$ cat src/hw/rtl/ats_pkg.sv
// ----------------------------------------------------------------------------
// ATS shaper package
// Widths, register indexes and shared helpers for the eligibility time shaper.
// ----------------------------------------------------------------------------
`default_nettype none

package ats_pkg;

    localparam int TIME_W     = 64;
    localparam int RATE_W     = 37;
    localparam int BURST_W    = 32;
    localparam int OH_W       = 8;
    localparam int PD_W       = 32;
    localparam int LEN_W      = 16;
    localparam int ALIGN_W    = 5;
    localparam int BITS_W     = LEN_W + 1 + 3;
    localparam int NS_W       = 30;
    localparam int CFG_IDX_W  = 3;
    localparam int CFG_DATA_W = 37;
    localparam int DIV_CNT_W  = $clog2(TIME_W);

    localparam logic [NS_W-1:0] NS_PER_SEC = NS_W'(1000000000);

    localparam int IN_DATA_W  = 80;
    localparam int OUT_DATA_W = 136;

    typedef enum logic [CFG_IDX_W-1:0] {
        REG_CIR  = 3'd0,
        REG_CBS  = 3'd1,
        REG_LINK = 3'd2,
        REG_OH   = 3'd3,
        REG_PD   = 3'd4
    } cfg_reg_t;

    // round up to the next 32 ns boundary, wrapping
    function automatic logic [TIME_W-1:0] up32(input logic [TIME_W-1:0] v);
        logic [TIME_W-1:0] s;
        s = v + TIME_W'(31);
        return {s[TIME_W-1:ALIGN_W], {ALIGN_W{1'b0}}};
    endfunction

endpackage

`default_nettype wire

$ cat src/hw/rtl/ats_div.sv
// ----------------------------------------------------------------------------
// ATS radix-2 divider
// Restoring divider, one quotient bit per cycle; a zero divisor gives all ones.
// ----------------------------------------------------------------------------
`default_nettype none

module ats_div
    import ats_pkg::*;
(
    input  wire logic              clk,
    input  wire logic              rst_n,
    input  wire logic              start,
    input  wire logic [TIME_W-1:0] num,
    input  wire logic [RATE_W-1:0] den,
    output logic                   done,
    output logic [TIME_W-1:0]      quo
);

    logic [RATE_W-1:0]    rem_reg;
    logic [RATE_W-1:0]    den_reg;
    logic [TIME_W-1:0]    quo_reg;
    logic [DIV_CNT_W-1:0] cnt_reg;
    logic                 busy_reg;
    logic                 done_reg;

    logic [RATE_W:0]      trial;
    logic                 ge;
    logic [RATE_W:0]      diff;
    logic [RATE_W-1:0]    rem_next;

    assign trial    = {rem_reg, quo_reg[TIME_W-1]};
    assign ge       = trial >= {1'b0, den_reg};
    assign diff     = trial - {1'b0, den_reg};
    assign rem_next = ge ? diff[RATE_W-1:0] : trial[RATE_W-1:0];

    always_ff @(posedge clk or negedge rst_n)
    begin
        if (!rst_n)
        begin
            busy_reg <= 1'b0;
            done_reg <= 1'b0;
            cnt_reg  <= '0;
        end
        else
        begin
            done_reg <= 1'b0;
            if (start)
            begin
                busy_reg <= 1'b1;
                cnt_reg  <= '0;
            end
            else if (busy_reg)
            begin
                cnt_reg <= cnt_reg + 1'b1;
                if (cnt_reg == DIV_CNT_W'(TIME_W - 1))
                begin
                    busy_reg <= 1'b0;
                    done_reg <= 1'b1;
                end
            end
        end
    end

    always_ff @(posedge clk)
    begin
        if (start)
        begin
            rem_reg <= '0;
            den_reg <= den;
            quo_reg <= num;
        end
        else if (busy_reg)
        begin
            rem_reg <= rem_next;
            quo_reg <= {quo_reg[TIME_W-2:0], ge};
        end
    end

    assign done = done_reg;
    assign quo  = quo_reg;

endmodule

`default_nettype wire

$ cat src/hw/rtl/ats_eligibility_time_shaper_unit.sv
// ----------------------------------------------------------------------------
// ATS eligibility time shaper
// Token bucket eligibility time for one flow, on one shared radix-2 divider.
// ----------------------------------------------------------------------------
// Usage: a beat on the s_ side carries the current time and the frame length;
// one beat per frame comes out on the m_ side with the eligible time, the
// assigned (launch) time and the late-arrival flag.
// Sequence: the idle state takes the beat, then come the multiply state, two
// runs of the divider (committed rate, then link rate) and the 64-bit
// add/compare states FIN1 to FIN3. A new frame is taken only once the last
// is through; s_tready is low meanwhile.
// The burst fill time is divided out once after reset-free writes of
// committed_rate or burst_size, in FILL_MUL and FILL_DIV; s_tready is low meanwhile.
// Config: cfg_wr_en/cfg_index/cfg_wdata, written only while idle (by the user;
// not enforced). Rate or burst register writes clear the bucket and link slot times.
// Reset: registers take their defaults, bucket and slot times are zero; no
// precompute is needed at reset as the default burst is zero.
// Stall: the result sits in the output register; the next frame is taken
// but waits in its last step until the output register is free.
// ----------------------------------------------------------------------------
`default_nettype none

module ats_eligibility_time_shaper_unit
    import ats_pkg::*;
(
    input  wire logic                  clk,
    input  wire logic                  rst_n,
    input  wire logic                  s_tvalid,
    output logic                       s_tready,
    input  wire logic [IN_DATA_W-1:0]  s_tdata,   // current_time, frame_length
    output logic                       m_tvalid,
    input  wire logic                  m_tready,
    output logic [OUT_DATA_W-1:0]      m_tdata,   // eligible_time, assigned_time,
                                                  // late_arrival, zero pad
    input  wire logic                  cfg_wr_en,
    input  wire logic [CFG_IDX_W-1:0]  cfg_index,
    input  wire logic [CFG_DATA_W-1:0] cfg_wdata
);

    typedef enum logic [8:0] {
        ST_IDLE     = 9'b000000001,
        ST_FILL_MUL = 9'b000000010,
        ST_FILL_DIV = 9'b000000100,
        ST_MUL      = 9'b000001000,
        ST_DIV_CIR  = 9'b000010000,
        ST_DIV_LINK = 9'b000100000,
        ST_FIN1     = 9'b001000000,
        ST_FIN2     = 9'b010000000,
        ST_FIN3     = 9'b100000000
    } state_t;

    state_t state_reg;

    logic [RATE_W-1:0]  cir_reg;
    logic [BURST_W-1:0] cbs_reg;
    logic [RATE_W-1:0]  link_reg;
    logic [OH_W-1:0]    oh_reg;
    logic [PD_W-1:0]    pd_reg;

    logic [TIME_W-1:0]  bucket_reg;
    logic [TIME_W-1:0]  slot_reg;
    logic [TIME_W-1:0]  fill_reg;
    logic               dirty_reg;

    logic [TIME_W-1:0]  now_reg;
    logic [LEN_W-1:0]   len_reg;
    logic [TIME_W-1:0]  num_reg;
    logic [TIME_W-1:0]  recover_reg;
    logic [TIME_W-1:0]  linkq_reg;
    logic [TIME_W-1:0]  arrival_reg;
    logic [TIME_W-1:0]  sched_reg;
    logic [TIME_W-1:0]  full_reg;
    logic [TIME_W-1:0]  elig_reg;
    logic [TIME_W-1:0]  diff_reg;
    logic               late_reg;
    logic               start_reg;

    logic [TIME_W-1:0]  out_elig_reg;
    logic [TIME_W-1:0]  out_asg_reg;
    logic               out_late_reg;
    logic               out_valid_reg;

    logic               div_done;
    logic [TIME_W-1:0]  div_quo;
    logic [RATE_W-1:0]  div_den;

    logic               in_fire;
    logic               out_free;
    logic               flow_wr;
    logic [BITS_W-1:0]  bits;
    logic [TIME_W-1:0]  pick;

    assign in_fire  = s_tvalid && s_tready;
    assign out_free = !out_valid_reg || m_tready;
    assign flow_wr  = cfg_wr_en && (cfg_index == REG_CIR || cfg_index == REG_CBS);
    assign s_tready = (state_reg == ST_IDLE) && !dirty_reg;
    assign div_den  = (state_reg == ST_DIV_LINK) ? link_reg : cir_reg;
    assign bits     = {(BITS_W-3)'({1'b0, len_reg} + {{(LEN_W-OH_W+1){1'b0}}, oh_reg}), 3'b000};
    assign pick     = (arrival_reg > sched_reg) ? arrival_reg : sched_reg;

    ats_div u_div (
        .clk   (clk),
        .rst_n (rst_n),
        .start (start_reg),
        .num   (num_reg),
        .den   (div_den),
        .done  (div_done),
        .quo   (div_quo)
    );

    // sequencer, config and flow state
    always_ff @(posedge clk or negedge rst_n)
    begin
        if (!rst_n)
        begin
            state_reg     <= ST_IDLE;
            cir_reg       <= RATE_W'(1000000000);
            cbs_reg       <= '0;
            link_reg      <= RATE_W'(1000000000);
            oh_reg        <= '0;
            pd_reg        <= '0;
            bucket_reg    <= '0;
            slot_reg      <= '0;
            fill_reg      <= '0;
            dirty_reg     <= 1'b0;
            start_reg     <= 1'b0;
            out_valid_reg <= 1'b0;
        end
        else
        begin
            start_reg <= 1'b0;
            if (out_valid_reg && m_tready)
            begin
                out_valid_reg <= 1'b0;
            end

            unique case (state_reg)
                ST_IDLE:
                begin
                    if (dirty_reg)
                    begin
                        state_reg <= ST_FILL_MUL;
                        dirty_reg <= 1'b0;
                    end
                    else if (in_fire)
                    begin
                        state_reg <= ST_MUL;
                    end
                end
                ST_FILL_MUL:
                begin
                    state_reg <= ST_FILL_DIV;
                    start_reg <= 1'b1;
                end
                ST_FILL_DIV:
                begin
                    if (div_done && !start_reg)
                    begin
                        fill_reg  <= div_quo;
                        state_reg <= ST_IDLE;
                    end
                end
                ST_MUL:
                begin
                    state_reg <= ST_DIV_CIR;
                    start_reg <= 1'b1;
                end
                ST_DIV_CIR:
                begin
                    if (div_done)
                    begin
                        state_reg <= ST_DIV_LINK;
                        start_reg <= 1'b1;
                    end
                end
                ST_DIV_LINK:
                begin
                    if (div_done && !start_reg)
                    begin
                        state_reg <= ST_FIN1;
                    end
                end
                ST_FIN1:
                begin
                    state_reg <= ST_FIN2;
                end
                ST_FIN2:
                begin
                    slot_reg  <= arrival_reg + up32(linkq_reg);
                    state_reg <= ST_FIN3;
                end
                ST_FIN3:
                begin
                    if (out_free)
                    begin
                        bucket_reg    <= (elig_reg < full_reg) ? sched_reg
                                                               : diff_reg + elig_reg;
                        out_valid_reg <= 1'b1;
                        state_reg     <= ST_IDLE;
                    end
                end
                default:
                begin
                    state_reg <= ST_IDLE;
                end
            endcase

            // a fill precompute in flight is dropped and rerun
            if (flow_wr && (state_reg == ST_FILL_MUL || state_reg == ST_FILL_DIV))
            begin
                state_reg <= ST_IDLE;
                start_reg <= 1'b0;
            end

            if (cfg_wr_en)
            begin
                unique case (cfg_index)
                    REG_CIR:
                    begin
                        cir_reg    <= cfg_wdata;
                        bucket_reg <= '0;
                        slot_reg   <= '0;
                        dirty_reg  <= 1'b1;
                    end
                    REG_CBS:
                    begin
                        cbs_reg    <= cfg_wdata[BURST_W-1:0];
                        bucket_reg <= '0;
                        slot_reg   <= '0;
                        dirty_reg  <= 1'b1;
                    end
                    REG_LINK:
                    begin
                        link_reg   <= cfg_wdata;
                        bucket_reg <= '0;
                        slot_reg   <= '0;
                    end
                    REG_OH:
                    begin
                        oh_reg <= cfg_wdata[OH_W-1:0];
                    end
                    REG_PD:
                    begin
                        pd_reg <= {cfg_wdata[PD_W-1:ALIGN_W], {ALIGN_W{1'b0}}};
                    end
                    default:
                    begin
                    end
                endcase
            end
        end
    end

    // datapath
    always_ff @(posedge clk)
    begin
        if (in_fire)
        begin
            now_reg <= s_tdata[TIME_W-1:0];
            len_reg <= s_tdata[TIME_W +: LEN_W];
        end
        if (state_reg == ST_FILL_MUL)
        begin
            num_reg <= TIME_W'(cbs_reg * NS_PER_SEC);
        end
        if (state_reg == ST_MUL)
        begin
            num_reg <= TIME_W'(bits * NS_PER_SEC);
        end
        if (state_reg == ST_DIV_CIR && div_done)
        begin
            recover_reg <= div_quo;
        end
        if (state_reg == ST_DIV_LINK && div_done && !start_reg)
        begin
            linkq_reg <= div_quo;
        end
        if (state_reg == ST_FIN1)
        begin
            arrival_reg <= (now_reg > slot_reg) ? now_reg : slot_reg;
            sched_reg   <= bucket_reg + recover_reg;
            full_reg    <= bucket_reg + fill_reg;
        end
        if (state_reg == ST_FIN2)
        begin
            elig_reg <= up32(pick);
            late_reg <= (arrival_reg > sched_reg) && (bucket_reg != '0);
            diff_reg <= sched_reg - full_reg;
        end
        if (state_reg == ST_FIN3 && out_free)
        begin
            out_elig_reg <= elig_reg;
            out_asg_reg  <= elig_reg + {{(TIME_W-PD_W){1'b0}}, pd_reg};
            out_late_reg <= late_reg;
        end
    end

    assign m_tvalid = out_valid_reg;
    assign m_tdata  = {{(OUT_DATA_W-2*TIME_W-1){1'b0}}, out_late_reg, out_asg_reg, out_elig_reg};

endmodule

`default_nettype wire

$ cat config.mk
export PLATFORM = sky130hd
export DESIGN_NAME = ats_eligibility_time_shaper_unit
export DESIGN_NICKNAME = d
export VERILOG_FILES = /design/src/hw/rtl/ats_pkg.sv /design/src/hw/rtl/ats_div.sv /design/src/hw/rtl/ats_eligibility_time_shaper_unit.sv
export SDC_FILE = /design/constraint.sdc
export NUM_CORES = 2
export LEC_CHECK = 0
export BUFFER_PORTS_ARGS = -buffer_cell sky130_fd_sc_hd__buf_2
export CORE_MARGIN = 4
export CORE_UTILIZATION = 40
export DETAILED_ROUTE_END_ITERATION = 7
export GPL_TIMING_DRIVEN = 0
export HOLD_SLACK_MARGIN = 0.08
export SYNTH_ARGS = -nofsm -noshare
export SYNTH_HDL_FRONTEND = slang
export SYNTH_SLANG_ARGS = --single-unit
export TNS_END_PERCENT = 100
$ cat constraint.sdc
create_clock -name clk -period 18.3 [get_ports clk]
set_clock_uncertainty 0.15 [all_clocks]
set_input_delay 1.83 -clock clk [delete_from_list [all_inputs] [get_ports clk]]
set_output_delay 1.83 -clock clk [all_outputs]
set_load 0.01 [all_outputs]
[Word-level counts from Yosys, hierarchy flattened]
Cells that the tools add are included.
Storage, ports and cells
  memory bits (writable): 0
  bits of input ports: 125
  output and inout bits: 138
  register bits after elaboration: 1192
  memory bits (read-only): 0
  logic and storage cells: 142
  memories: 0
  bits in latches: 0
Operators by class
  muxes and demuxes: 41
  multipliers: 2
  add/subtract/negate cells: 11
  reduce and logical (&&, ||, !) cells: 31
  bitwise operators: 0
  div/mod/pow operators: 0
  order comparisons: 4
  shift-type cells: 0
  eq/ne operators: 19
Operators by type and width (count)
  64-bit two-way mux: 11
  64-bit adder: 4
  64-bit by 5-bit adder with 64-bit output, second input constant: 2
  64-bit greater-than comparator: 2
  50-bit two-way mux: 2
  9-bit case mux with 9 select lines: 1
  37-bit two-way mux: 2
  64-bit by 32-bit adder with 64-bit output: 1
  64-bit less-than comparator: 1
  64-bit nonzero test: 1
  64-bit subtractor: 1
  9-bit two-way mux: 7
  62-bit two-way mux: 1
  32-bit by 21-bit multiplier with 53-bit output, second input constant: 1
  38-bit by 37-bit greater-or-equal comparator with 1-bit output: 1
  17-bit by 21-bit multiplier with 38-bit output, second input constant: 1
  37-bit subtractor: 1
  16-bit by 8-bit adder with 17-bit output: 1
  1-bit two-way mux: 14
  6-bit two-way mux: 2
  2-bit AND reduction: 6
  1-bit logical AND: 11
  9-bit by 1-bit equality test with 1-bit output, second input constant: 1
  9-bit by 2-bit equality test with 1-bit output, second input constant: 1
  24 further kinds: 32

[Longest topological paths before layout]
  depth after elaboration: 7
  mapped depth: 38
  gate-level depth less buffers: 38

[Modules after synthesis]
A second synthesis with hierarchy kept.
Second synthesis, totals
  cell total of the unflattened synthesis: 8811
  area, all modules: 91833.1 um2
By module, submodules not included
  ats_eligibility_time_shaper_unit: instances 1, sequential area each 29417.0 um2, area an instance 83656.5 um2, cells an instance 8083
  ats_div: instances 1, sequential area each 3973.8 um2, area an instance 8176.6 um2, cells an instance 728

[Worst setup path before layout]
No wires, ideal clock.
  kind: reg-to-reg
  start point: register state_reg[8]
  end point: register arrival_reg[0], enable pin
  required time: 17130 ps
  cell stages (with the launch flop): 4
  clock period less this slack: 15946 ps
  path buffers: 0
  slack: 2354 ps
  data arrival time: 14776 ps
  cells stage by stage: dfrtp_1 > nor3_1 > nand3_1 > nor3b_1
Between the ends
  word-level cells in the longest chain between the ends: 1
Ends and longest elaborated chain
  start: declaration: line ats_eligibility_time_shaper_unit.sv:52  | state_t state_reg;
  start signal: assignment: line ats_eligibility_time_shaper_unit.sv:116  | state_reg <= ST_IDLE;
  start signal: assignment: line ats_eligibility_time_shaper_unit.sv:142  | state_reg <= ST_FILL_MUL;
  start signal: assignment: line ats_eligibility_time_shaper_unit.sv:147  | state_reg <= ST_MUL;
  9-bit by 7-bit equality test with 1-bit output: line ats_eligibility_time_shaper_unit.sv:278  | if (state_reg == ST_FIN1)
  end signal: assignment: line ats_eligibility_time_shaper_unit.sv:280  | arrival_reg <= (now_reg > slot_reg) ? now_reg : slot_reg;
  end: declaration: line ats_eligibility_time_shaper_unit.sv:70  | logic [TIME_W-1:0] arrival_reg;
Every way passes these cells.
A chain may end at the register's enable or synchronous reset.

[Worst setup path after layout]
  start point: register oh_reg[0]
  end point: register num_reg[48] (data pin)
Between the ends
  word-level cells in the longest chain between the ends: 3
Ends and longest elaborated chain
  start: declaration: line ats_eligibility_time_shaper_unit.sv:57  | logic [OH_W-1:0] oh_reg;
  start signal: assignment: line ats_eligibility_time_shaper_unit.sv:240  | oh_reg <= cfg_wdata[OH_W-1:0];
  16-bit by 8-bit adder with 17-bit output: line ats_eligibility_time_shaper_unit.sv:98  | assign bits = {(BITS_W-3)'({1'b0, len_reg} + {{(LEN_W-OH_W+1){1'b0}}, oh_reg}), 3'b000};
  17-bit by 21-bit multiplier with 38-bit output: line ats_eligibility_time_shaper_unit.sv:268  | num_reg <= TIME_W'(bits * NS_PER_SEC);
  50-bit two-way mux: line ats_eligibility_time_shaper_unit.sv:266  | if (state_reg == ST_MUL)
  end signal: assignment: line ats_eligibility_time_shaper_unit.sv:264  | num_reg <= TIME_W'(cbs_reg * NS_PER_SEC);
  end signal: assignment: line ats_eligibility_time_shaper_unit.sv:268
  end: declaration: line ats_eligibility_time_shaper_unit.sv:67  | logic [TIME_W-1:0] num_reg;
Every way passes these cells.

==> run summary <==
Global route overflow: 0
Least-Margin Pin Slew: 1.45 ns
Post-synth top area share: 25.9%
P&R area growth vs syn: 11.7%
Fin crit share: 52.6%
Asr flop ratio synth: 29.7%
Worst min-delay path class: reg2reg
Clk_lat worst skew: 0.81 ns
Port bufs: 245
Slew margin rel.: 3.06%
CTS Root Cell: clkbuf_16
Fill count: 21300
Max_cap viols: 0
Die Ht: 484 um
DRC Markers: 0
Met1 Usage GRT: 30.1%
Hold Buf Count CTS: 0
Critical path's slowest cell: xor2_1
Routability congestion estimate: 0.951
CTS Sinks: 1187
Worst Setup End Kind: flop
CP required: 18.68 ns
First-pass GRT wire length: 432000 um
Largest family of logic cells by synthesized area: adder cells
Largest area contributor in the synthesized netlist: edfxtp_1
Crit path DAT: 10.00 ns
Routed Antenna Nets: 0
RSZ-0062 raised after global routing: false
Fmax: 0.104 GHz
Adder-cell share of the synthesized area: 23.7%
Worst Path Max Fanout: 7
Startpoint types: flop
CP Buf/Inv Count: 5
Setup_tns: 0 ns
Post-Layout Cell Count: 12300
Core Rows: 174
WS Path Type: reg2reg
CP max stage delay: 0.80 ns
Initial antenna violation count: 26
Multi-input gate area: 0.0525 mm2
Slew Limit Fails: 0
Starting Density: 40.3%
Number of flops mapped to enable cells by yosys: 782
Number of register bits inferred by synthesis: 1187
Multiplexer area fraction after synthesis: 5.13%
Final hold vios: 0
M3 GR Usage: 3.19%
Sequential area share after synthesis: 36.8%
Synth top area cells: edfxtp_1 (26%), ha_1 (13%), fa_1 (10%)
Register area: 0.0334 mm2
Compound-Gate Fraction of Synth Area: 13.3%
Grt peak-use layer: met2
I/O pins: 263
Placed Cells: 12000
CP delay by family, top: adder cells
Ratio of cells with drive above 1 in the final layout: 10.8%
Core Box Area: 0.225 mm2
Largest net degree at the start of global routing: 130
Vias in the first global route: 68200
Final core utilization: 45.0%
Top cells by count, synth: inv_1 (1084), ha_1 (979), edfxtp_1 (782)
Cell area after synthesis: 0.0908 mm2
Initial DRC count: 5056
Clock Pin Slew Worst Setup and Hold Paths: 0.06 ns
Post-Syn Area per Cell: 10.4 um2
Most frequent cell after synthesis: inv_1
Status: finished, final reports clean
Die area: 0.235 mm2
Xor and xnor fraction of the mapped netlist area: 5.75%
Gate Count Post-Synth: 8694
DP HPWL: 241000 um
CTS Buffer Depth: 3
DR vias/cell: 5.52
Ys flop type: edfxtp_1
Post_cts resized: 0
Post-CTS Setup Inserts: 0
Drt first pass iters: 6
# setup viols final: 0
Post-layout min period: 9.63 ns
Num CTS Buffers: 142
Post-synthesis simple-gate area fraction: 9.85%
Yosys warns: 0
DR vias: 67600
CTS tree: built
GRT met2 Usage: 42.5%
Nets: 10700
Die boundary width: 484 um
GRT Resource Usage Total: 24.4%
Average wire per standard cell: 23.8 um
Netlist cell types: 90
H-Tree Depth: 4
Post-Route WL: 291000 um
-- worst register-to-register path: cells and delay by family (launching register included) --
kind                       cells  cell delay, ns
and+or+nand+nor                4            0.67
AOI/OAI and AO/OA             17            3.00
adders and majority gates      9            3.75
buffers and inverters          5            0.39
DFF                            1            0.35
xor gates and xnor gates       2            1.07
-- per-stage QoR --
stage	instance area, um2	hold slack (ns)	setup slack [ns]
detailed placement	96500	0.269	8.65
global placement	95800	0.259	-5.32
finish	101000	0.279	8.67
global route	101000	0.298	7.94
floorplan	90900	0.250	2.35
CTS	101000	0.283	8.60
-- logic make-up (layout without fill, tap and decap cells) --
family | Yosys count | after routing
DFF | 1187 | 1187
adders and majority gates | 1440 | 1440
other | 1 | 24
muxes | 420 | 420
AOI/OAI and AO/OA | 1875 | 1875
buffers and inverters | 1326 | 1874
and+or+nand+nor | 1849 | 1849
xor gates and xnor gates | 596 | 596
-- per-layer routing --
| layer | vias up | wire length, um |
|---|---|---|
| met4 | 2 | 15200 |
| li1 | 31700 | - |
| met3 | 487 | 15500 |
| met1 | 33500 | 117000 |
| met5 | - | 13 |
| met2 | 1926 | 144000 |
-- final timing paths --
| check | from | end | slack (ns) | cells after the start |
|---|---|---|---|---|
| setup / recovery | oh_reg[0] | num_reg[48] | 8.67 | 37 |
| hold / removal | late_reg | out_late_reg | 0.28 | 0 |
| setup reg to reg | oh_reg[0] | num_reg[48] | 8.67 | 37 |
| hold reg to reg | late_reg | out_late_reg | 0.28 | 0 |
| max in group asynchronous | rst_n | cir_reg[16] | 15.16 | 4 |
| min in group asynchronous | rst_n | slot_reg[56] | 0.84 | 1 |
-- cells in the final DEF, fill, tap and decap left out, types with 24 or more instances in the layout --
cell type	count
inv_1	1082
ha_1	979
edfxtp_1	782
a21oi_1	574
nand2_1	521
nor2_1	470
fa_1	461
xnor2_1	404
mux2_2	360
a21o_1	350
dfrtp_1	325
o21ai_0	323
buf_2	264
clkbuf_1	213
xor2_1	192
nand3_1	173
nand4_1	154
clkbuf_16	148
a211oi_1	100
and3_1	89
nor3_1	86
o21a_1	77
nor2b_1	76
o21bai_1	72
mux2i_1	60
a31oi_1	54
dfxtp_1	52
nor4_1	49
nand2b_1	48
a311oi_1	42
and2_1	37
o31ai_1	32
o22ai_1	32
o211ai_1	31
and4_1	27
dfstp_2	27
or3_1	24
-- cell type report --
| type | count | area share (%) |
|---|---|---|
| diodes | 7 | 0.0173 |
| plain buffers | 240 | 0.986 |
| clock buffers | 181 | 3.86 |
| clock inverters | 83 | 1.02 |
| inverters | 1086 | 4.02 |
| multi-input cells | 6197 | 51.7 |
| flip-flops and latches | 1187 | 32.9 |
| well taps | 2992 | 3.69 |
| repair buffers | 284 | 1.81 |
Power is left out: the tool's default activity adds up to more than one toggle a clock period on the data nets, which glitch-free logic cannot reach.
